**config.mk**
```make
export PLATFORM = sky130hd
export DESIGN_NAME = dttfp_back
export DESIGN_NICKNAME = d
export VERILOG_FILES = /design/src/rtl/decimal_text_to_fixed_point_core_defines.svh /design/src/rtl/dttfp_pkg.sv /design/src/rtl/dttfp_back.sv
export SDC_FILE = /design/constraint.sdc
export NUM_CORES = 1
export LEC_CHECK = 0
export BUFFER_PORTS_ARGS = -buffer_cell sky130_fd_sc_hd__clkbuf_2
export CAP_MARGIN = 20
export CORE_AREA = 2 2 123 125
export DETAILED_ROUTE_END_ITERATION = 8
export DIE_AREA = 0 0 125 127
export GPL_TIMING_DRIVEN = 0
export PLACE_DENSITY = 0.79
export SYNTH_ARGS = -nofsm -noshare
export SYNTH_HDL_FRONTEND = slang
export SYNTH_SLANG_ARGS = --single-unit
```
**constraint.sdc**
```tcl
create_clock -name clk -period 9.45 [get_ports clk]
set_input_delay 1.89 -clock clk [delete_from_list [all_inputs] [get_ports clk]]
set_output_delay 1.89 -clock clk [all_outputs]
set_load 0.1 [all_outputs]
```
**src/rtl/decimal_text_to_fixed_point_core_defines.svh**
```systemverilog
// assertion macros for the top-level core, which checks itself
`ifndef DECIMAL_TEXT_TO_FIXED_POINT_CORE_DEFINES_SVH
`define DECIMAL_TEXT_TO_FIXED_POINT_CORE_DEFINES_SVH

`ifndef SYNTHESIS
// antecedent implies consequent in the same cycle
`define DTTFP_ASSERT_IMP(label, clk, rst, ante, cons) \
  label: assert property (@(posedge clk) disable iff (rst) (ante) |-> (cons)) \
    else $error("dttfp: same-cycle check failed");
// antecedent implies consequent in the next cycle
`define DTTFP_ASSERT_NXT(label, clk, rst, ante, cons) \
  label: assert property (@(posedge clk) disable iff (rst) (ante) |=> (cons)) \
    else $error("dttfp: next-cycle check failed");
`else
`define DTTFP_ASSERT_IMP(label, clk, rst, ante, cons)
`define DTTFP_ASSERT_NXT(label, clk, rst, ante, cons)
`endif

`endif

```
**src/rtl/dttfp_pkg.sv**
```systemverilog
package dttfp_pkg;

  localparam int unsigned GLYPH_W = 16;
  localparam int unsigned DEC_W   = 5;
  localparam int unsigned ACC_W   = 63;
  localparam int unsigned VAL_W   = 64;
  localparam int unsigned POW_W   = 60;

  // queue between front and back
  localparam int unsigned QUEUE_DEPTH = 4;
  localparam int unsigned QUEUE_AW    = 2;
  localparam int unsigned QUEUE_CW    = 3;

  localparam logic [GLYPH_W-1:0] CH_MINUS = 16'd45;
  localparam logic [GLYPH_W-1:0] CH_ZERO  = 16'd48;
  localparam logic [GLYPH_W-1:0] CH_NINE  = 16'd57;

  localparam logic [ACC_W-1:0] SAT_MAX = 63'h7FFF_FFFF_FFFF_FFFF;

  typedef enum logic [1:0] {
    REG_PERIOD_CODE    = 2'd0,
    REG_DECIMAL_PLACES = 2'd1,
    REG_RANGE_LOWER    = 2'd2,
    REG_RANGE_UPPER    = 2'd3
  } reg_index_t;

  typedef enum logic [1:0] {
    CLS_OTHER,
    CLS_MINUS,
    CLS_PERIOD,
    CLS_DIGIT
  } cls_t;

  // one classified character
  typedef struct packed {
    cls_t       cls;
    logic [3:0] digit;
    logic       last;
    logic       empty;
  } char_t;

  typedef struct packed {
    logic full;
    logic empty;
  } queue_status_t;

  // finished text handed to the scaling pipeline
  typedef struct packed {
    logic [ACC_W-1:0] acc;
    logic             neg;
    logic [DEC_W-1:0] scale;
    logic             adj;
    logic             zero;
  } job_t;

  function automatic logic [POW_W-1:0] pow10(input logic [DEC_W-1:0] k);
    logic [POW_W-1:0] r;
    case (k)
      5'd0:    r = 60'd1;
      5'd1:    r = 60'd10;
      5'd2:    r = 60'd100;
      5'd3:    r = 60'd1000;
      5'd4:    r = 60'd10000;
      5'd5:    r = 60'd100000;
      5'd6:    r = 60'd1000000;
      5'd7:    r = 60'd10000000;
      5'd8:    r = 60'd100000000;
      5'd9:    r = 60'd1000000000;
      5'd10:   r = 60'd10000000000;
      5'd11:   r = 60'd100000000000;
      5'd12:   r = 60'd1000000000000;
      5'd13:   r = 60'd10000000000000;
      5'd14:   r = 60'd100000000000000;
      5'd15:   r = 60'd1000000000000000;
      5'd16:   r = 60'd10000000000000000;
      5'd17:   r = 60'd100000000000000000;
      5'd18:   r = 60'd1000000000000000000;
      default: r = 60'd1;
    endcase
    return r;
  endfunction

  // largest magnitude that survives a multiply by 10^k
  function automatic logic [ACC_W-1:0] sat_div(input logic [DEC_W-1:0] k);
    logic [ACC_W-1:0] r;
    case (k)
      5'd0:    r = 63'd9223372036854775807;
      5'd1:    r = 63'd922337203685477580;
      5'd2:    r = 63'd92233720368547758;
      5'd3:    r = 63'd9223372036854775;
      5'd4:    r = 63'd922337203685477;
      5'd5:    r = 63'd92233720368547;
      5'd6:    r = 63'd9223372036854;
      5'd7:    r = 63'd922337203685;
      5'd8:    r = 63'd92233720368;
      5'd9:    r = 63'd9223372036;
      5'd10:   r = 63'd922337203;
      5'd11:   r = 63'd92233720;
      5'd12:   r = 63'd9223372;
      5'd13:   r = 63'd922337;
      5'd14:   r = 63'd92233;
      5'd15:   r = 63'd9223;
      5'd16:   r = 63'd922;
      5'd17:   r = 63'd92;
      5'd18:   r = 63'd9;
      default: r = SAT_MAX;
    endcase
    return r;
  endfunction

endpackage

```
**src/rtl/dttfp_back.sv**
```systemverilog
module dttfp_back import dttfp_pkg::*; #(
  parameter int unsigned MAX_DECIMALS = 18
) (
  input  logic             clk,
  input  logic             rst,
  input  logic [DEC_W-1:0] decimal_places,
  input  queue_status_t    q_status,
  input  char_t            ent,
  output logic             pop,
  output job_t             job,
  output logic             job_valid,
  input  logic             job_ready
);

  localparam logic [DEC_W-1:0] MaxDec = DEC_W'(MAX_DECIMALS);

  logic [ACC_W-1:0] acc, acc_next;
  logic             at_first, at_first_next;
  logic             neg_text, neg_text_next;
  logic             period_seen, period_seen_next;
  logic [DEC_W-1:0] dec_count, dec_count_next;
  logic             stopped, stopped_next;
  logic             adj_flag, adj_flag_next;

  logic [DEC_W-1:0] dec_eff;
  logic [DEC_W-1:0] dec_taken;
  logic [ACC_W+3:0] acc_wide;
  logic             is_end;
  logic             take_skip;

  assign dec_eff  = (decimal_places > MaxDec) ? MaxDec : decimal_places;
  // times ten plus digit by shift and add
  assign acc_wide = (ACC_W+4)'({acc, 3'b000}) + (ACC_W+4)'({acc, 1'b0})
                  + (ACC_W+4)'(ent.digit);
  assign is_end   = ent.last || ent.empty;

  // one character step
  always_comb begin
    acc_next         = acc;
    at_first_next    = at_first;
    neg_text_next    = neg_text;
    period_seen_next = period_seen;
    dec_count_next   = dec_count;
    stopped_next     = stopped;
    adj_flag_next    = adj_flag;
    take_skip        = 1'b0;
    if (!ent.empty) begin
      if (at_first) begin
        neg_text_next = (ent.cls == CLS_MINUS);
        at_first_next = 1'b0;
      end
      if (!stopped) begin
        // every character after the separator uses up a decimal place
        if (period_seen) begin
          if (dec_count >= dec_eff) begin
            adj_flag_next = 1'b1;
            take_skip     = 1'b1;
          end else begin
            dec_count_next = dec_count + DEC_W'(1);
          end
        end
        if (!take_skip) begin
          case (ent.cls)
            CLS_PERIOD: period_seen_next = 1'b1;
            CLS_DIGIT: begin
              if (|acc_wide[ACC_W+3:ACC_W]) begin
                acc_next      = SAT_MAX;
                adj_flag_next = 1'b1;
                stopped_next  = 1'b1;
              end else begin
                acc_next = acc_wide[ACC_W-1:0];
              end
            end
            default: ;
          endcase
        end
      end
    end
  end

  // hand-off of a finished text
  assign dec_taken = (dec_count_next < dec_eff) ? dec_count_next : dec_eff;
  assign job.acc   = acc_next;
  assign job.neg   = neg_text_next;
  assign job.scale = dec_eff - dec_taken;
  assign job.adj   = adj_flag_next;
  assign job.zero  = ent.empty && at_first;

  assign job_valid = !q_status.empty && is_end;
  assign pop       = !q_status.empty && (!is_end || job_ready);

  // text state, cleared after each result
  always_ff @(posedge clk) begin
    if (rst || (pop && is_end)) begin
      acc         <= '0;
      at_first    <= 1'b1;
      neg_text    <= 1'b0;
      period_seen <= 1'b0;
      dec_count   <= '0;
      stopped     <= 1'b0;
      adj_flag    <= 1'b0;
    end else if (pop) begin
      acc         <= acc_next;
      at_first    <= at_first_next;
      neg_text    <= neg_text_next;
      period_seen <= period_seen_next;
      dec_count   <= dec_count_next;
      stopped     <= stopped_next;
      adj_flag    <= adj_flag_next;
    end
  end

endmodule

```
==> metrics.md <==
| Metric | Value |
|---|---|
| Outcome | `finished, final reports clean` |
| Max_cap viols | `0` |
| Die area | `15900 um2` |
| Crit path DAT | `just over 7000 ps` |
| Startpoint Class | `input port` |
| Worst VDD drop | `slightly below 100 uV` |
| Hold_buf cts | `0` |
| Clk_lat worst skew | `approximately 350 ps` |
| Chip height | `~130 um` |
| Final wirelength | `~25000 um` |
| Drt drc | `0` |
| I/O pins | `about 90` |
| Worst-Margin Slew | `roughly 710 ps` |
| Synth Cell Area | `8710 um2` |
| Total nets after synthesis | `between 1000 and 1500` |
| Setup TNS Final | `0 ps` |
| Commonest non-fill, non-tap cell in the layout | `ha_1` |
| Clock Pin Slew Worst Setup and Hold Paths | `approximately 60 ps` |
| Final ANT Viol Nets | `0` |
| # setup viols final | `0` |
| Slew Limit Fails | `0` |
| FMAX | `around 110 MHz` |
| H-Tree Depth | `3` |
| Die X | `between 100 and 150 um` |
| Final Core Density | `about two thirds` |
| Critical path's top delay family | `compound AO/OA/AOI/OAI gates` |
| Vias | `approximately 9400` |
| Pin count of the biggest net entering global routing | `13` |
| Number of flops mapped to enable cells by yosys | `0` |
| P_leak | `about 4.5 nW` |
| Post-route minimum period | `between 8000 and 9000 ps` |
| CP max stage delay | `approximately 500 ps` |
| Root Buffer | `clkbuf_16` |
| Most frequent cells in the layout | `ha_1, a31oi_1, nor2_1, o21ai_0, clkbuf_2` |
| Yosys reg bits | `73` |
| Layout cells sized above 1 | `12.4%` |
| Hold Fails Final Rpt | `0` |
| Synth cell types | `65` |
| Buf+Inv Stages, Crit Path | `6` |
| Vias per cell | `~6.4` |
| Core ar. | `14400 um2` |
| TritonCTS clock tree | `yes` |
| Clock sinks | `73` |
| CP Class | `input port to output port` |
| Ys async rst share | `0%` |
| Seq/Total Area, Yosys | `16.8%` |
| Drt first-iter violations | `701` |
| Number of CTS-inserted buffers | `9` |
| TritonRoute pass-1 iters | `5` |
| RSZ-0062 raised after global routing | `no` |
| Setup Buffers After CTS | `0` |
| Diode count | `0` |
| Pwr Density | `106 nW/um2` |
| Hold WS | `approximately 470 ps` |
| Setup Skew | `just over 7 ps` |
| YS warnings | `0` |
| Gp weighted congestion | `between 0.9 and 1` |
| Total global-route track usage | `between 30% and 40%` |
| Initial antenna violation count | `0` |
| Critical Path RT | `about 7600 ps` |
| Dpl cells | `approximately 1400` |
| Crit-path max FO | `7` |
| Max stage delay cell, worst path | `o41ai_4` |
| CP endpoint kind | `output port` |
| GRT overflow | `0` |
| Post-Layout Cell Count | `1466` |
| Syn_area_per_cell | `about 7.4 um2` |
| Syn Inst Count | `approximately 1200` |
| Area Overhead vs Synth | `11.8%` |
| Initial core utilization | `between 60% and 70%` |
| Nets | `about 1400` |
| Clk buf depth | `2` |
| Post_cts resized | `0` |
| Avg WL per Cell | `17.2 um` |
| Vias in the first global route | `just under 9000` |
| Relative slew slack | `a little over half` |
| Critical-path cell list | `clkbuf_2 > inv_1 > o21ai_0 > inv_1 > ha_1 > nand2b_1 > a21o_1 > a21o_1 > o41ai_4 > mux2i_1 > inv_1 > ha_1 > o21a_1 > o31a_1 > o41ai_4 > nand2_1 > o21ai_0 > ha_1 > inv_1 > fa_1 > a21o_1 > a21oi_1 > xnor2_1 > buf_2` |
| Port buffer count | `around 90` |
| Ys flop type | `dfxtp_1` |
| First-pass GRT wire length | `~43000 um` |
| Rows | `44` |
| Top cell by count, worst path | `inv_1` |
| Post-DP HPWL | `~20000 um` |
| Fin crit share | `approximately 95%` |
| Hold WC Path Type | `flop to flop` |
flip-flops by register name, indices dropped and copies added (netlist names):
name,cells
acc,63
adj_flag,1
at_first,1
dec_count,5
neg_text,1
period_seen,1
stopped,1
path summary, 6_finish.rpt:
check	startpoint	to	slack, ps	depth (start not counted)
setup / recovery	decimal_places[4]	job[6]	500	24
hold reg to reg	at_first	at_first	470	2
hold / removal	at_first	at_first	470	2
setup reg to reg	acc[0]	acc[33]	5000	13
worst reg2reg max path: stages (launching register included):
cell,delay (ps)
dfxtp_1,420
fa_1,490
fa_1,470
a21o_1,210
a221oi_2,410
a2bb2oi_1,410
o22ai_1,190
o21bai_1,280
o21ai_1,290
and3_1,270
nor3_2,270
buf_4,270
buf_4,200
a31oi_1,110
power breakdown:
group	total [mW]	switching, mW	internal, mW
clock	0.382	0.144	0.238
sequential	0.322	0.00727	0.314
combinational	0.329	0.260	0.0688
total	1.03	0.412	0.621
area by class of cell:
type,instances,area [um2]
flip-flops and latches,73,1460
fillers,1309,4690
well taps,184,230
clock buffers,11,243
inverters,32,120
plain buffers,82,384
multi-input cells,988,6750
repair buffers,91,468
clock inverters,5,78.8
kinds of logic (layout without fill, tap and decap cells):
| logic type | after synthesis | in the layout | share of synthesized area, % |
|---|---|---|---|
| flops | 73 | 73 | 16.8 |
| compound gates | 460 | 460 | 33.0 |
| xor+xnor | 69 | 69 | 6.94 |
| fa+ha+maj | 142 | 142 | 20.7 |
| buf+inv | 114 | 221 | 5.79 |
| mux | 4 | 4 | 0.474 |
| simple gates | 313 | 313 | 16.4 |
layer usage:
| layer | GRT usage [%] | share of wire (%) | vias to the layer above | wire length [um] |
|---|---|---|---|---|
| met5 | 0 | 0 | - | 0 |
| met3 | 4.36 | 5.7 | 51 | 1450 |
| li1 | - | - | 4622 | - |
| met1 | 41.4 | 44 | 4420 | 11200 |
| met4 | 12.2 | 3.1 | 0 | 771 |
| met2 | 52.9 | 47 | 348 | 11800 |
cell usage after synthesis (5+ instances only):
cell / n / area share (%)
buf_2: 13 / 0.75
a21oi_1: 90 / 5.2
nor2_1: 118 / 5.1
or2_2: 5 / 0.36
nand3_1: 15 / 0.86
o21ai_0: 109 / 6.3
o21bai_1: 11 / 0.95
o21a_1: 9 / 0.78
ha_1: 139 / 20
a211oi_1: 6 / 0.52
and2_1: 5 / 0.36
dfxtp_1: 73 / 17
inv_1: 32 / 1.4
o22ai_1: 6 / 0.43
xnor2_1: 33 / 3.3
xor2_1: 36 / 3.6
a31oi_1: 134 / 9.6
o21ai_1: 13 / 0.75
nand2b_1: 7 / 0.50
or3_1: 6 / 0.43
buf_4: 15 / 1.3
o211ai_1: 11 / 0.95
nand2_1: 87 / 3.7
clkbuf_1: 51 / 2.2
and3_1: 8 / 0.57
nand4_1: 29 / 2.1
a21o_1: 20 / 1.7
nor3_1: 16 / 0.92
per-stage QoR:
stage          setup WS, ps  power [mW]  instance area, um2
2_1_floorplan           354       0.595                8710
3_3_place_gp            489       0.650                9390
3_5_place_dp            439       0.654                9400
4_1_cts                 431        1.03                9730
5_1_grt                1.50        1.07                9740
6_report                500        1.03                9740
(Power assumes the default switching activity.)
