[config.mk]
export PLATFORM = sky130hd
export DESIGN_NAME = dttfp_queue
export DESIGN_NICKNAME = d
export VERILOG_FILES = /design/src/rtl/decimal_text_to_fixed_point_core_defines.svh /design/src/rtl/dttfp_pkg.sv /design/src/rtl/dttfp_queue.sv
export SDC_FILE = /design/constraint.sdc
export NUM_CORES = 1
export LEC_CHECK = 0
export BUFFER_PORTS_ARGS = -buffer_cell sky130_fd_sc_hd__buf_2
export CAP_MARGIN = 20
export CORE_MARGIN = 3
export CORE_UTILIZATION = 50
export CTS_BUF_LIST = sky130_fd_sc_hd__clkbuf_16
export CTS_CLUSTER_DIAMETER = 100
export DETAILED_ROUTE_END_ITERATION = 6
export MAX_ROUTING_LAYER = met4
export PLACE_DENSITY_LB_ADDON = 0.08
export SYNTH_ARGS = -nofsm -noshare
export SYNTH_HDL_FRONTEND = slang
export SYNTH_SLANG_ARGS = --single-unit
export TNS_END_PERCENT = 5
[constraint.sdc]
create_clock -name clk -period 1.7 [get_ports clk]
set_input_delay 0.255 -clock clk [delete_from_list [all_inputs] [get_ports clk]]
set_output_delay 0.255 -clock clk [all_outputs]
set_load 0.02 [all_outputs]
[src/rtl/decimal_text_to_fixed_point_core_defines.svh]
// assertion macros for the top-level core, which checks itself
`ifndef DECIMAL_TEXT_TO_FIXED_POINT_CORE_DEFINES_SVH
`define DECIMAL_TEXT_TO_FIXED_POINT_CORE_DEFINES_SVH

`ifndef SYNTHESIS
// antecedent implies consequent in the same cycle
`define DTTFP_ASSERT_IMP(label, clk, rst, ante, cons) \
  label: assert property (@(posedge clk) disable iff (rst) (ante) |-> (cons)) \
    else $error("dttfp: same-cycle check failed");
// antecedent implies consequent in the next cycle
`define DTTFP_ASSERT_NXT(label, clk, rst, ante, cons) \
  label: assert property (@(posedge clk) disable iff (rst) (ante) |=> (cons)) \
    else $error("dttfp: next-cycle check failed");
`else
`define DTTFP_ASSERT_IMP(label, clk, rst, ante, cons)
`define DTTFP_ASSERT_NXT(label, clk, rst, ante, cons)
`endif

`endif

[src/rtl/dttfp_pkg.sv]
package dttfp_pkg;

  localparam int unsigned GLYPH_W = 16;
  localparam int unsigned DEC_W   = 5;
  localparam int unsigned ACC_W   = 63;
  localparam int unsigned VAL_W   = 64;
  localparam int unsigned POW_W   = 60;

  // queue between front and back
  localparam int unsigned QUEUE_DEPTH = 4;
  localparam int unsigned QUEUE_AW    = 2;
  localparam int unsigned QUEUE_CW    = 3;

  localparam logic [GLYPH_W-1:0] CH_MINUS = 16'd45;
  localparam logic [GLYPH_W-1:0] CH_ZERO  = 16'd48;
  localparam logic [GLYPH_W-1:0] CH_NINE  = 16'd57;

  localparam logic [ACC_W-1:0] SAT_MAX = 63'h7FFF_FFFF_FFFF_FFFF;

  typedef enum logic [1:0] {
    REG_PERIOD_CODE    = 2'd0,
    REG_DECIMAL_PLACES = 2'd1,
    REG_RANGE_LOWER    = 2'd2,
    REG_RANGE_UPPER    = 2'd3
  } reg_index_t;

  typedef enum logic [1:0] {
    CLS_OTHER,
    CLS_MINUS,
    CLS_PERIOD,
    CLS_DIGIT
  } cls_t;

  // one classified character
  typedef struct packed {
    cls_t       cls;
    logic [3:0] digit;
    logic       last;
    logic       empty;
  } char_t;

  typedef struct packed {
    logic full;
    logic empty;
  } queue_status_t;

  // finished text handed to the scaling pipeline
  typedef struct packed {
    logic [ACC_W-1:0] acc;
    logic             neg;
    logic [DEC_W-1:0] scale;
    logic             adj;
    logic             zero;
  } job_t;

  function automatic logic [POW_W-1:0] pow10(input logic [DEC_W-1:0] k);
    logic [POW_W-1:0] r;
    case (k)
      5'd0:    r = 60'd1;
      5'd1:    r = 60'd10;
      5'd2:    r = 60'd100;
      5'd3:    r = 60'd1000;
      5'd4:    r = 60'd10000;
      5'd5:    r = 60'd100000;
      5'd6:    r = 60'd1000000;
      5'd7:    r = 60'd10000000;
      5'd8:    r = 60'd100000000;
      5'd9:    r = 60'd1000000000;
      5'd10:   r = 60'd10000000000;
      5'd11:   r = 60'd100000000000;
      5'd12:   r = 60'd1000000000000;
      5'd13:   r = 60'd10000000000000;
      5'd14:   r = 60'd100000000000000;
      5'd15:   r = 60'd1000000000000000;
      5'd16:   r = 60'd10000000000000000;
      5'd17:   r = 60'd100000000000000000;
      5'd18:   r = 60'd1000000000000000000;
      default: r = 60'd1;
    endcase
    return r;
  endfunction

  // largest magnitude that survives a multiply by 10^k
  function automatic logic [ACC_W-1:0] sat_div(input logic [DEC_W-1:0] k);
    logic [ACC_W-1:0] r;
    case (k)
      5'd0:    r = 63'd9223372036854775807;
      5'd1:    r = 63'd922337203685477580;
      5'd2:    r = 63'd92233720368547758;
      5'd3:    r = 63'd9223372036854775;
      5'd4:    r = 63'd922337203685477;
      5'd5:    r = 63'd92233720368547;
      5'd6:    r = 63'd9223372036854;
      5'd7:    r = 63'd922337203685;
      5'd8:    r = 63'd92233720368;
      5'd9:    r = 63'd9223372036;
      5'd10:   r = 63'd922337203;
      5'd11:   r = 63'd92233720;
      5'd12:   r = 63'd9223372;
      5'd13:   r = 63'd922337;
      5'd14:   r = 63'd92233;
      5'd15:   r = 63'd9223;
      5'd16:   r = 63'd922;
      5'd17:   r = 63'd92;
      5'd18:   r = 63'd9;
      default: r = SAT_MAX;
    endcase
    return r;
  endfunction

endpackage

[src/rtl/dttfp_queue.sv]
module dttfp_queue import dttfp_pkg::*; (
  input  logic          clk,
  input  logic          rst,
  input  logic          push,
  input  char_t         wr_ent,
  input  logic          pop,
  output char_t         rd_ent,
  output queue_status_t status
);

  char_t                 mem [QUEUE_DEPTH];
  logic [QUEUE_AW-1:0]   wr_ptr;
  logic [QUEUE_AW-1:0]   rd_ptr;
  logic [QUEUE_CW-1:0]   count;

  assign status.full  = (count == QUEUE_CW'(QUEUE_DEPTH));
  assign status.empty = (count == '0);
  assign rd_ent       = mem[rd_ptr];

  // storage
  always_ff @(posedge clk) begin
    if (push) begin
      mem[wr_ptr] <= wr_ent;
    end
  end

  // pointers and fill level
  always_ff @(posedge clk) begin
    if (rst) begin
      wr_ptr <= '0;
      rd_ptr <= '0;
      count  <= '0;
    end else begin
      if (push) begin
        wr_ptr <= wr_ptr + QUEUE_AW'(1);
      end
      if (pop) begin
        rd_ptr <= rd_ptr + QUEUE_AW'(1);
      end
      case ({push, pop})
        2'b10:   count <= count + QUEUE_CW'(1);
        2'b01:   count <= count - QUEUE_CW'(1);
        default: count <= count;
      endcase
    end
  end

endmodule

==> metrics.log, run 1 <==
INFO  metric setup.reg_to_reg.worst_slack = 150 ps
INFO  metric synth_seq_cells = 41
INFO  metric mappedNetlistArea = 0.00159 mm2
INFO  metric pwr-share-comb = 11.7%
INFO  metric route.antenna.remaining_nets = 0
INFO  metric drc = 0
INFO  metric ctsResizeCount = 7
INFO  metric synthToLayoutAreaGrowth = 21.5%
INFO  metric hold_end = mem[3][6]$_DFFE_PP_
INFO  metric grt_start_max_net_pins = 13
INFO  metric num_io_pins = 22
INFO  metric synth_top_family_by_area = multiplexers
INFO  metric setup_violations = 0
INFO  metric grt_use_total = 14.6%
INFO  metric p_int = 1.96 mW
INFO  metric critical-path-slowest-cell = mux4_2
INFO  metric antenna_violations_before_repair = 0
INFO  metric setup.worst_path.class = flip-flop to primary output
INFO  metric cts_root_buffer = clkbuf_16
INFO  metric min_path_cells = 1
INFO  metric post_route_wl = 2320 um
INFO  metric synth_enable_flop_cells = 32
INFO  metric final-hold-violation-count = 0
INFO  metric critical_path.top_delay_family = multiplexers
INFO  metric place.detailed.hpwl = 1620 um
INFO  metric tritoncts_buffers = 5
INFO  metric irDropWorstVdd = 0.000833 V
INFO  metric grt_setup_unrepaired = yes
INFO  metric outcome = finished clean
INFO  metric sequential_share_of_the_synthesized_area = 71.7%
INFO  metric yosys.area_share.simple = 4.80%
INFO  metric period_share = 98.6%
INFO  metric die_area = 0.00390 mm2
INFO  metric route.vias.total = 780
INFO  metric cts.hold.buffers_added = 0
INFO  metric grt_pass1_vias = 827
INFO  metric min-delay-path-class = input port to flip-flop
INFO  metric synth.avg_cell_area = 17.9 um2
INFO  metric final-max-slew-violation-count = 0
INFO  metric share_of_post_route_cells_with_drive_strength_above_1 = 32.5%
INFO  metric worst_max_slew_pin_slew = 428 ps
INFO  metric cp_data_required_time = 1440 ps
INFO  metric power_per_cell_area = 1280 mW/mm2
INFO  metric clkLatencyLatePin = 270 ps
INFO  metric r2r_end = count[2]$_SDFFE_PP0P_
INFO  metric worst_setup_hold_path_clk_slew = 50 ps
INFO  metric worst_r2r_startpoint = count[0]$_SDFFE_PP0P_
INFO  metric cts_htree_levels = 2
INFO  metric ys.flop_type = edfxtp_1
INFO  metric path_max_fanout = 8
INFO  metric drtPass1Iterations = 3
INFO  metric pwr-share-clk = 40.7%
INFO  metric synth-compound-area-share = 0.943%
INFO  metric critical_path_start_type = flip-flop
INFO  metric p_sw = 0.512 mW
INFO  metric floorplan.die.height = 62.4 um
INFO  metric max_freq = 597 MHz
INFO  metric detail_route.vias_per_cell = 4.91
INFO  metric synth.mux.area_fraction = 11.9%
INFO  metric synthXorXnorAreaFrac = 2.75%
INFO  metric worst-endpoint-arrival = 1420 ps
INFO  metric numClockSinks = 41
INFO  metric netlist-cell-type-count = 20
INFO  metric grt_overflow = 0
INFO  metric final_core_util = 66.7%
INFO  metric critical-path-max-stage-delay = 520 ps
INFO  metric max_slew_margin = 71.4%
INFO  metric hold_path_startpoint = wr_ent[6]
INFO  metric post-route-min-period = 1680 ps
INFO  metric worstSetupEndpointType = primary output
INFO  metric ys_async_sr_fraction = 0%
INFO  metric fp.coreArea = 0.00290 mm2
INFO  metric num_rows = 19
INFO  metric globalplace.congestion = 0.669
INFO  metric wl_per_cell = 14.6 um
INFO  metric post_cts.repair.setup_buffers = 0
INFO  metric dpl_worst_slack = -6.29 ps
INFO  metric final_critical_path_setup_slack = 24.1 ps
INFO  metric nNetsFinal = 134
INFO  metric path_cells = buf_12, mux4_2, buf_6
INFO  metric maxCapViolations = 0
INFO  metric fp.dieW = 62.4 um
INFO  metric syn-num-nets = 107
INFO  metric sequentialPowerShare = 47.6%
INFO  metric grt_pass1_wl = 4000 um
INFO  metric initial_core_util = 54.9%
INFO  metric clock_tree_from_tritoncts = yes
INFO  metric dp_cells = 151
INFO  metric skew = 4.13 ps
INFO  metric post_synth_fa_ha_maj_area_fraction = 5.19%
INFO  metric p_sw_share = 20.7%
INFO  metric antenna_cells_inserted = 0
INFO  metric first_iter_violations = 29
INFO  metric synthesis.instances = 89
INFO  metric worstPathBufferInverterCount = 2
INFO  metric total_leakage_power = 0.718 nW
INFO  metric io_buffer_count = 21
INFO  metric cts_buffer_depth = 2
INFO  metric fin_cells = 159
INFO  metric synth.yosys.warnings = 0
INFO  metric rr_worst_depth = 5
kinds of logic (layout without fill, tap and decap cells):
logic type               Yosys count  count (layout)
buffers and inverters              9              37
adder cells (fa/ha/maj)            6               6
AO/OA/AOI/OAI                      3               3
XOR/XNOR                           5               5
multiplexers                       9               9
AND/OR/NAND/NOR                   16              16
flip-flops                        41              41
per-stage QoR:
| stage | cell area (um2) | power, mW | setup TNS [ps] | hold slack [ps] |
|---|---|---|---|---|
| global placement | 1740 | 1.46 | 0 | 468 |
| finish | 1930 | 2.47 | 0 | 194 |
| detailed placement | 1740 | 1.47 | -6.29 | 471 |
| global route | 1930 | 2.58 | -162 | 193 |
| CTS | 1930 | 2.50 | 0 | 190 |
| floorplan | 1590 | 1.38 | 0 | 354 |
layout make-up:
type | instances | area [um2]
clock buffers | 5 | 125
multi-input cells | 39 | 408
fillers | 227 | 967
clock inverters | 3 | 37.5
inverters | 6 | 22.5
flip-flops and latches | 41 | 1140
well taps | 42 | 52.6
repair buffers | 23 | 145
synth_stat cells, types with 2 or more instances:
cell      instances  area share (%)
a21oi_1           2            0.63
and2_1            4             1.6
dfxtp_1           9              11
edfxtp_1         32              60
ha_1              5             3.9
inv_1             6             1.4
mux4_2            8              11
nor2_1            8             1.9
xnor2_1           2             1.1
xor2_1            3             1.7
cells in the final DEF (no fill, tap or decap), types with 2 or more instances in the layout:
| cell | n |
|---|---|
| xnor2_1 | 2 |
| nor2_1 | 8 |
| a21oi_1 | 2 |
| xor2_1 | 3 |
| ha_1 | 5 |
| buf_2 | 19 |
| clkbuf_16 | 5 |
| mux4_2 | 8 |
| dfxtp_1 | 8 |
| edfxtp_1 | 32 |
| inv_1 | 7 |
| and2_1 | 4 |
| buf_6 | 2 |
metal layers:
layer,track usage [%],up-vias,routed length (um)
met5,-,-,0
met4,9.09,0,40
met3,5.04,4,102
met2,22.9,19,1260
met1,15.9,377,922
li1,-,380,-
state kept, by name (all words and copies together), names as in the netlist, named ones only:
| name | count |
|---|---|
| count | 3 |
| mem | 32 |
| rd_ptr | 2 |
| wr_ptr | 2 |
worst max-delay path by stage:
stage,depth (start not counted),to,startpoint
detailed placement,8,count[2]$_SDFFE_PP0P_,push
finish,3,rd_ent[7],flip-flop
global placement,8,count[2]$_SDFFE_PP0P_,push
floorplan,7,count[2]$_SDFFE_PP0P_,push
CTS,3,rd_ent[7],flip-flop
global route,3,rd_ent[1],flip-flop
worst register-to-register path, stage by stage, from the launching register on:
cell	delay, ps
dfxtp_1	360
inv_1	80
fa_1	440
xor2_1	160
or3_1	310
a21oi_1	140
power by group through the flow:
stage / Combinational [mW] / Sequential, mW / Clock (mW)
6_report: 0.289 / 1.18 / 1.01
5_1_grt: 0.320 / 1.18 / 1.08
3_3_place_gp: 0.270 / 1.19 / 0
3_5_place_dp: 0.278 / 1.19 / 0
2_1_floorplan: 0.201 / 1.18 / 0
4_1_cts: 0.293 / 1.18 / 1.03
No activity file was read; power rests on OpenSTA's default activity.
==> run 2: changes to the inputs <==
- CORE_MARGIN: 3 -> default
==> metrics.log, run 2 (same netlist as run 1, synthesis figures left out) <==
INFO  metric post_route_wl = 2250 um
INFO  metric worst-endpoint-arrival = 1410 ps
INFO  metric num_io_pins = 22
INFO  metric maxCapViolations = 0
INFO  metric worst_max_slew_pin_slew = 433 ps
INFO  metric hold_path_startpoint = wr_ent[1]
INFO  metric grt_setup_unrepaired = yes
INFO  metric setup.worst_path.class = flip-flop to primary output
INFO  metric wl_per_cell = 14.0 um
INFO  metric critical-path-max-stage-delay = 510 ps
INFO  metric floorplan.die.height = 58.4 um
INFO  metric grt_overflow = 0
INFO  metric min_path_cells = 1
INFO  metric nNetsFinal = 134
INFO  metric setup_violations = 0
INFO  metric critical-path-slowest-cell = mux4_2
INFO  metric fp.coreArea = 0.00303 mm2
INFO  metric drc = 0
INFO  metric grt_pass1_wl = 3760 um
INFO  metric grt_start_max_net_pins = 13
INFO  metric die_area = 0.00341 mm2
INFO  metric worst_setup_hold_path_clk_slew = 50 ps
INFO  metric clock_tree_from_tritoncts = yes
INFO  metric detail_route.vias_per_cell = 4.70
INFO  metric synthToLayoutAreaGrowth = 20.4%
INFO  metric worst_r2r_startpoint = count[0]$_SDFFE_PP0P_
INFO  metric drtPass1Iterations = 4
INFO  metric registers.top_by_ff_count = mem
INFO  metric max_slew_margin = 71.2%
INFO  metric grt_use_total = 16.6%
INFO  metric cts_htree_levels = 2
INFO  metric final-max-slew-violation-count = 0
INFO  metric area_taken_by_flip_flops_and_latches = 0.00114 mm2
INFO  metric globalplace.congestion = 0.627
INFO  metric cts.hold.buffers_added = 0
INFO  metric r2r_end = count[2]$_SDFFE_PP0P_
INFO  metric critical_path_start_type = flip-flop
INFO  metric worstSetupEndpointType = primary output
INFO  metric first_iter_violations = 26
INFO  metric path_cells = buf_12, mux4_2, buf_6
INFO  metric hold_end = mem[3][1]$_DFFE_PP_
INFO  metric fp.dieW = 58.4 um
INFO  metric route.vias.total = 756
INFO  metric power_per_cell_area = 1200 mW/mm2
INFO  metric filler_cell_count = 230
INFO  metric multi_input_comb_area = 408 um2
INFO  metric irDropWorstVdd = 0.000729 V
INFO  metric skew = 3.56 ps
INFO  metric place.detailed.hpwl = 1570 um
INFO  metric final-hold-violation-count = 0
INFO  metric outcome = finished clean
INFO  metric antenna_cells_inserted = 0
INFO  metric dp_cells = 153
INFO  metric cp_data_required_time = 1440 ps
INFO  metric io_buffer_count = 21
INFO  metric worstPathBufferInverterCount = 2
INFO  metric rr_worst_depth = 5
INFO  metric whs = 197 ps
INFO  metric max_freq = 602 MHz
INFO  metric largest_register_ffs = 32
INFO  metric mostFrequentLayoutCells = edfxtp_1 (32), buf_2 (18)
INFO  metric total_leakage_power = 0.712 nW
INFO  metric cts_root_buffer = clkbuf_16
INFO  metric post-route-min-period = 1660 ps
INFO  metric clkLatencyLatePin = 270 ps
INFO  metric cts_buffer_depth = 2
INFO  metric final_core_util = 63.3%
INFO  metric fin_cells = 161
INFO  metric grt_pass1_vias = 825
INFO  metric most_common_library_cell_in_the_layout_ignoring_fill_and_taps = edfxtp_1
INFO  metric path_max_fanout = 8
INFO  metric biggestRegsByFlops = mem (32), count (3)
INFO  metric setup.reg_to_reg.worst_slack = 150 ps
INFO  metric initial_core_util = 52.6%
INFO  metric min-delay-path-class = input port to flip-flop
INFO  metric numClockSinks = 41
INFO  metric antenna_violations_before_repair = 0
INFO  metric period_share = 97.8%
INFO  metric share_of_post_route_cells_with_drive_strength_above_1 = 31.6%
INFO  metric num_rows = 20
INFO  metric route.antenna.remaining_nets = 0
INFO  metric tritoncts_buffers = 5
INFO  metric critical_path.top_delay_family = multiplexers
run 2: cell types whose count changed in the layout (fill, tap and decap cells not counted), sizes merged:
cell	delta
inv	+1
bufinv	-1
run 2: area by class of cell:
class                   instances  area share (%)
clock buffers                   5            6.53
repair buffers                 23            7.90
clock inverters                 3           0.588
flip-flops and latches         41            59.6
inverters                       6            1.18
multi-input cells              39            21.3
well taps                      44            2.87
run 2: how the worst max path moves through the flow:
stage                   start               endpoint  slack [ps]  cells past startpoint
floorplan                push  count[2]$_SDFFE_PP0P_         200                      7
global placement         push  count[2]$_SDFFE_PP0P_          60                      8
detailed placement       push  count[2]$_SDFFE_PP0P_           9                      8
CTS                 flip-flop              rd_ent[5]           9                      3
global route        flip-flop              rd_ent[5]         -10                      3
finish              flip-flop              rd_ent[5]          40                      3
run 2: metal layers:
layer / up-vias / global-route usage [%] / wire length [um]
met1: 352 / 18.8 / 1020
met5: - / - / 0
li1: 383 / - / -
met3: 2 / 5.27 / 80
met4: 0 / 7.14 / 15
met2: 19 / 27.3 / 1130
run 2: power by group:
part / internal [mW] / leakage, nW / switching (mW)
sequential: 1.14 / 0.368 / 0.0309
clock: 0.526 / 0.0738 / 0.314
combinational: 0.138 / 0.269 / 0.154
run 2: through the flow:
step | TNS (ps) | total power, mW | worst slack (ps) | instance area, um2
6_report | 0 | 2.31 | 37.9 | 1920
5_1_grt | -21.6 | 2.40 | -11.1 | 1920
4_1_cts | 0 | 2.32 | 9.22 | 1900
3_5_place_dp | 0 | 1.48 | 8.93 | 1760
3_3_place_gp | 0 | 1.47 | 61.5 | 1760
2_1_floorplan | 0 | 1.38 | 196 | 1590
run 2: timing repair:
action | CTS | global route
setup buffers | 0 | 0
gates resized for setup | 1 | 6
hold endpoints to repair | 0 | 0
setup endpoints to repair | 4 | 6
==> run 3: changes to the inputs <==
--- a/config.mk
+++ b/config.mk
@@ -9,2 +9,3 @@
 export CAP_MARGIN = 20
+export CORE_MARGIN = 3
 export CORE_UTILIZATION = 50
@@ -13,2 +14,3 @@
 export DETAILED_ROUTE_END_ITERATION = 6
+export HOLD_SLACK_MARGIN = 0.1
 export MAX_ROUTING_LAYER = met4
==> constraint.sdc (replaced) <==
create_clock -name clk -period 1.7 [get_ports clk]
set_input_delay 0.51 -clock clk [delete_from_list [all_inputs] [get_ports clk]]
set_output_delay 0.51 -clock clk [all_outputs]
set_load 0.02 [all_outputs]
==> metrics.log, run 3 (same netlist as run 1, synthesis figures left out) <==
INFO  metric worst_setup_hold_path_clk_slew = 60 ps
INFO  metric route.vias.total = 804
INFO  metric min-delay-path-class = input port to flip-flop
INFO  metric pwr-share-comb = 12.1%
INFO  metric power_per_cell_area = 1290 mW/mm2
INFO  metric drtPass1Iterations = 4
INFO  metric num_rows = 19
INFO  metric fin_cells = 167
INFO  metric critical_path_start_type = flip-flop
INFO  metric failing_checks = setup timing
INFO  metric post-route-min-period = 1920 ps
INFO  metric worstSetupEndpointType = primary output
INFO  metric max_slew_margin = 88.2%
INFO  metric setup.worst_path.class = flip-flop to primary output
INFO  metric irDropWorstVdd = 0.000721 V
INFO  metric maxCapViolations = 0
INFO  metric floorplan.die.height = 62.4 um
INFO  metric final-max-slew-violation-count = 0
INFO  metric pwr-share-clk = 43.2%
INFO  metric biggestRegsByFlops = mem (32), count (3)
INFO  metric clkLatencyLatePin = 280 ps
INFO  metric drc = 0
INFO  metric period_share = 113%
INFO  metric critical-path-max-stage-delay = 510 ps
INFO  metric critical-path-slowest-cell = mux4_2
INFO  metric grt_use_total = 14.2%
INFO  metric numClockSinks = 41
INFO  metric final_critical_path_setup_slack = -223 ps
INFO  metric totalNegativeSetupSlack = -1700 ps
INFO  metric fp.dieW = 62.4 um
INFO  metric post_route_wl = 2280 um
INFO  metric ctsResizeCount = 9
INFO  metric sequentialPowerShare = 44.8%
INFO  metric mostFrequentLayoutCells = edfxtp_1 (32), buf_2 (18)
INFO  metric grt_start_max_net_pins = 14
INFO  metric path_max_fanout = 4
INFO  metric outcome = finished with violations
INFO  metric antenna_violations_before_repair = 0
INFO  metric whs = 449 ps
INFO  metric share_of_post_route_cells_with_drive_strength_above_1 = 40.0%
INFO  metric most_common_library_cell_in_the_layout_ignoring_fill_and_taps = edfxtp_1
INFO  metric dpl_worst_slack = -170 ps
INFO  metric route.layer.met1.wl = 1010 um
INFO  metric post_dp_cell_area = 0.00181 mm2
INFO  metric route.antenna.remaining_nets = 0
INFO  metric cp_data_required_time = 1190 ps
INFO  metric final_design_area_no_fill = 0.00202 mm2
INFO  metric setup_violations = 8
INFO  metric cts_buffer_depth = 2
INFO  metric first_iter_violations = 18
INFO  metric grt_setup_unrepaired = yes
INFO  metric grt_overflow = 0
INFO  metric highest-signal-layer = met4
INFO  metric fp.coreArea = 0.00290 mm2
INFO  metric nNetsFinal = 142
INFO  metric worst-endpoint-arrival = 1410 ps
INFO  metric final-hold-violation-count = 0
INFO  metric post_cts.repair.setup_buffers = 0
INFO  metric dp_cells = 159
INFO  metric cts.hold.buffers_added = 0
INFO  metric die_area = 0.00390 mm2
INFO  metric skew = 2.76 ps
INFO  metric clock_tree_from_tritoncts = yes
INFO  metric p_int = 2.07 mW
INFO  metric place.detailed.hpwl = 1570 um
INFO  metric tritoncts_buffers = 5
INFO  metric antenna_cells_inserted = 0
INFO  metric initial_core_util = 54.9%
INFO  metric path_cells = buf_6, mux4_2, buf_6
INFO  metric largest_register_ffs = 32
INFO  metric worst_max_slew_pin_slew = 176 ps
INFO  metric p_sw = 0.537 mW
INFO  metric p_sw_share = 20.6%
INFO  metric grt_pass1_vias = 806
INFO  metric detail_route.vias_per_cell = 4.81
INFO  metric grt_pass1_wl = 3880 um
INFO  metric max_freq = 520 MHz
INFO  metric path_common_cell = buf_6
INFO  metric total_leakage_power = 0.768 nW
INFO  metric globalplace.congestion = 0.692
INFO  metric registers.top_by_ff_count = mem
INFO  metric wl_per_cell = 13.6 um
INFO  metric io_buffer_count = 21
INFO  metric filler_cell_count = 209
INFO  metric wl_met2 = 1080 um
INFO  metric cts_htree_levels = 2
INFO  metric num_io_pins = 22
INFO  metric synthToLayoutAreaGrowth = 27.0%
INFO  metric wl_met3 = 128 um
INFO  metric cts_root_buffer = clkbuf_16
[run 3: changes by cell type in the layout (fill, tap and decap cells not counted), sizes merged]
cell / previous run / this run
clkbuf: 5 / 6
buf: 23 / 31
bufinv: 0 / 1
inv: 8 / 6
[run 3: final timing paths]
path                               from               endpoint  slack (ps)  cells after the start
setup / recovery              flip-flop              rd_ent[3]        -220                      3
hold / removal                wr_ent[6]    mem[0][6]$_DFFE_PP_         450                      1
setup reg to reg  count[0]$_SDFFE_PP0P_  count[2]$_SDFFE_PP0P_         230                      5
hold reg to reg   count[2]$_SDFFE_PP0P_  count[2]$_SDFFE_PP0P_         510                      2
[run 3: area by class of cell]
cell class	count	area (um2)	area share [%]
clock inverter	2	35.0	1.73
sequential	41	1140	56.5
multi-input combinational	39	413	20.4
timing repair buffer	31	206	10.2
clock buffer	6	150	7.43
tap	42	52.6	2.60
inverter	6	22.5	1.11
[run 3: per-stage QoR]
step / utilization (%) / total power, mW
3_5_place_dp: 62.4 / 1.49
4_1_cts: 69.7 / 2.64
2_1_floorplan: - / 1.38
5_1_grt: 69.7 / 2.73
6_report: 69.7 / 2.61
3_3_place_gp: 62.4 / 1.48
[run 3: metal layers]
metal  track usage [%]  up-vias
met5                 -        -
met4              8.26        0
met3              5.22        8
met2              21.6       21
met1              16.2      379
li1                  -      396
[run 3: power groups by stage]
stage | registers, mW | logic, mW | clock network [mW]
4_1_cts | 1.17 | 0.320 | 1.15
3_5_place_dp | 1.19 | 0.301 | 0
6_report | 1.17 | 0.315 | 1.13
5_1_grt | 1.17 | 0.348 | 1.21
2_1_floorplan | 1.18 | 0.202 | 0
3_3_place_gp | 1.19 | 0.295 | 0
[run 3: critical path: cells and delay by family, from the launching register on]
kind / cells / cell delay (ps)
buf+inv: 2 / 280
flops: 1 / 350
mux: 1 / 510
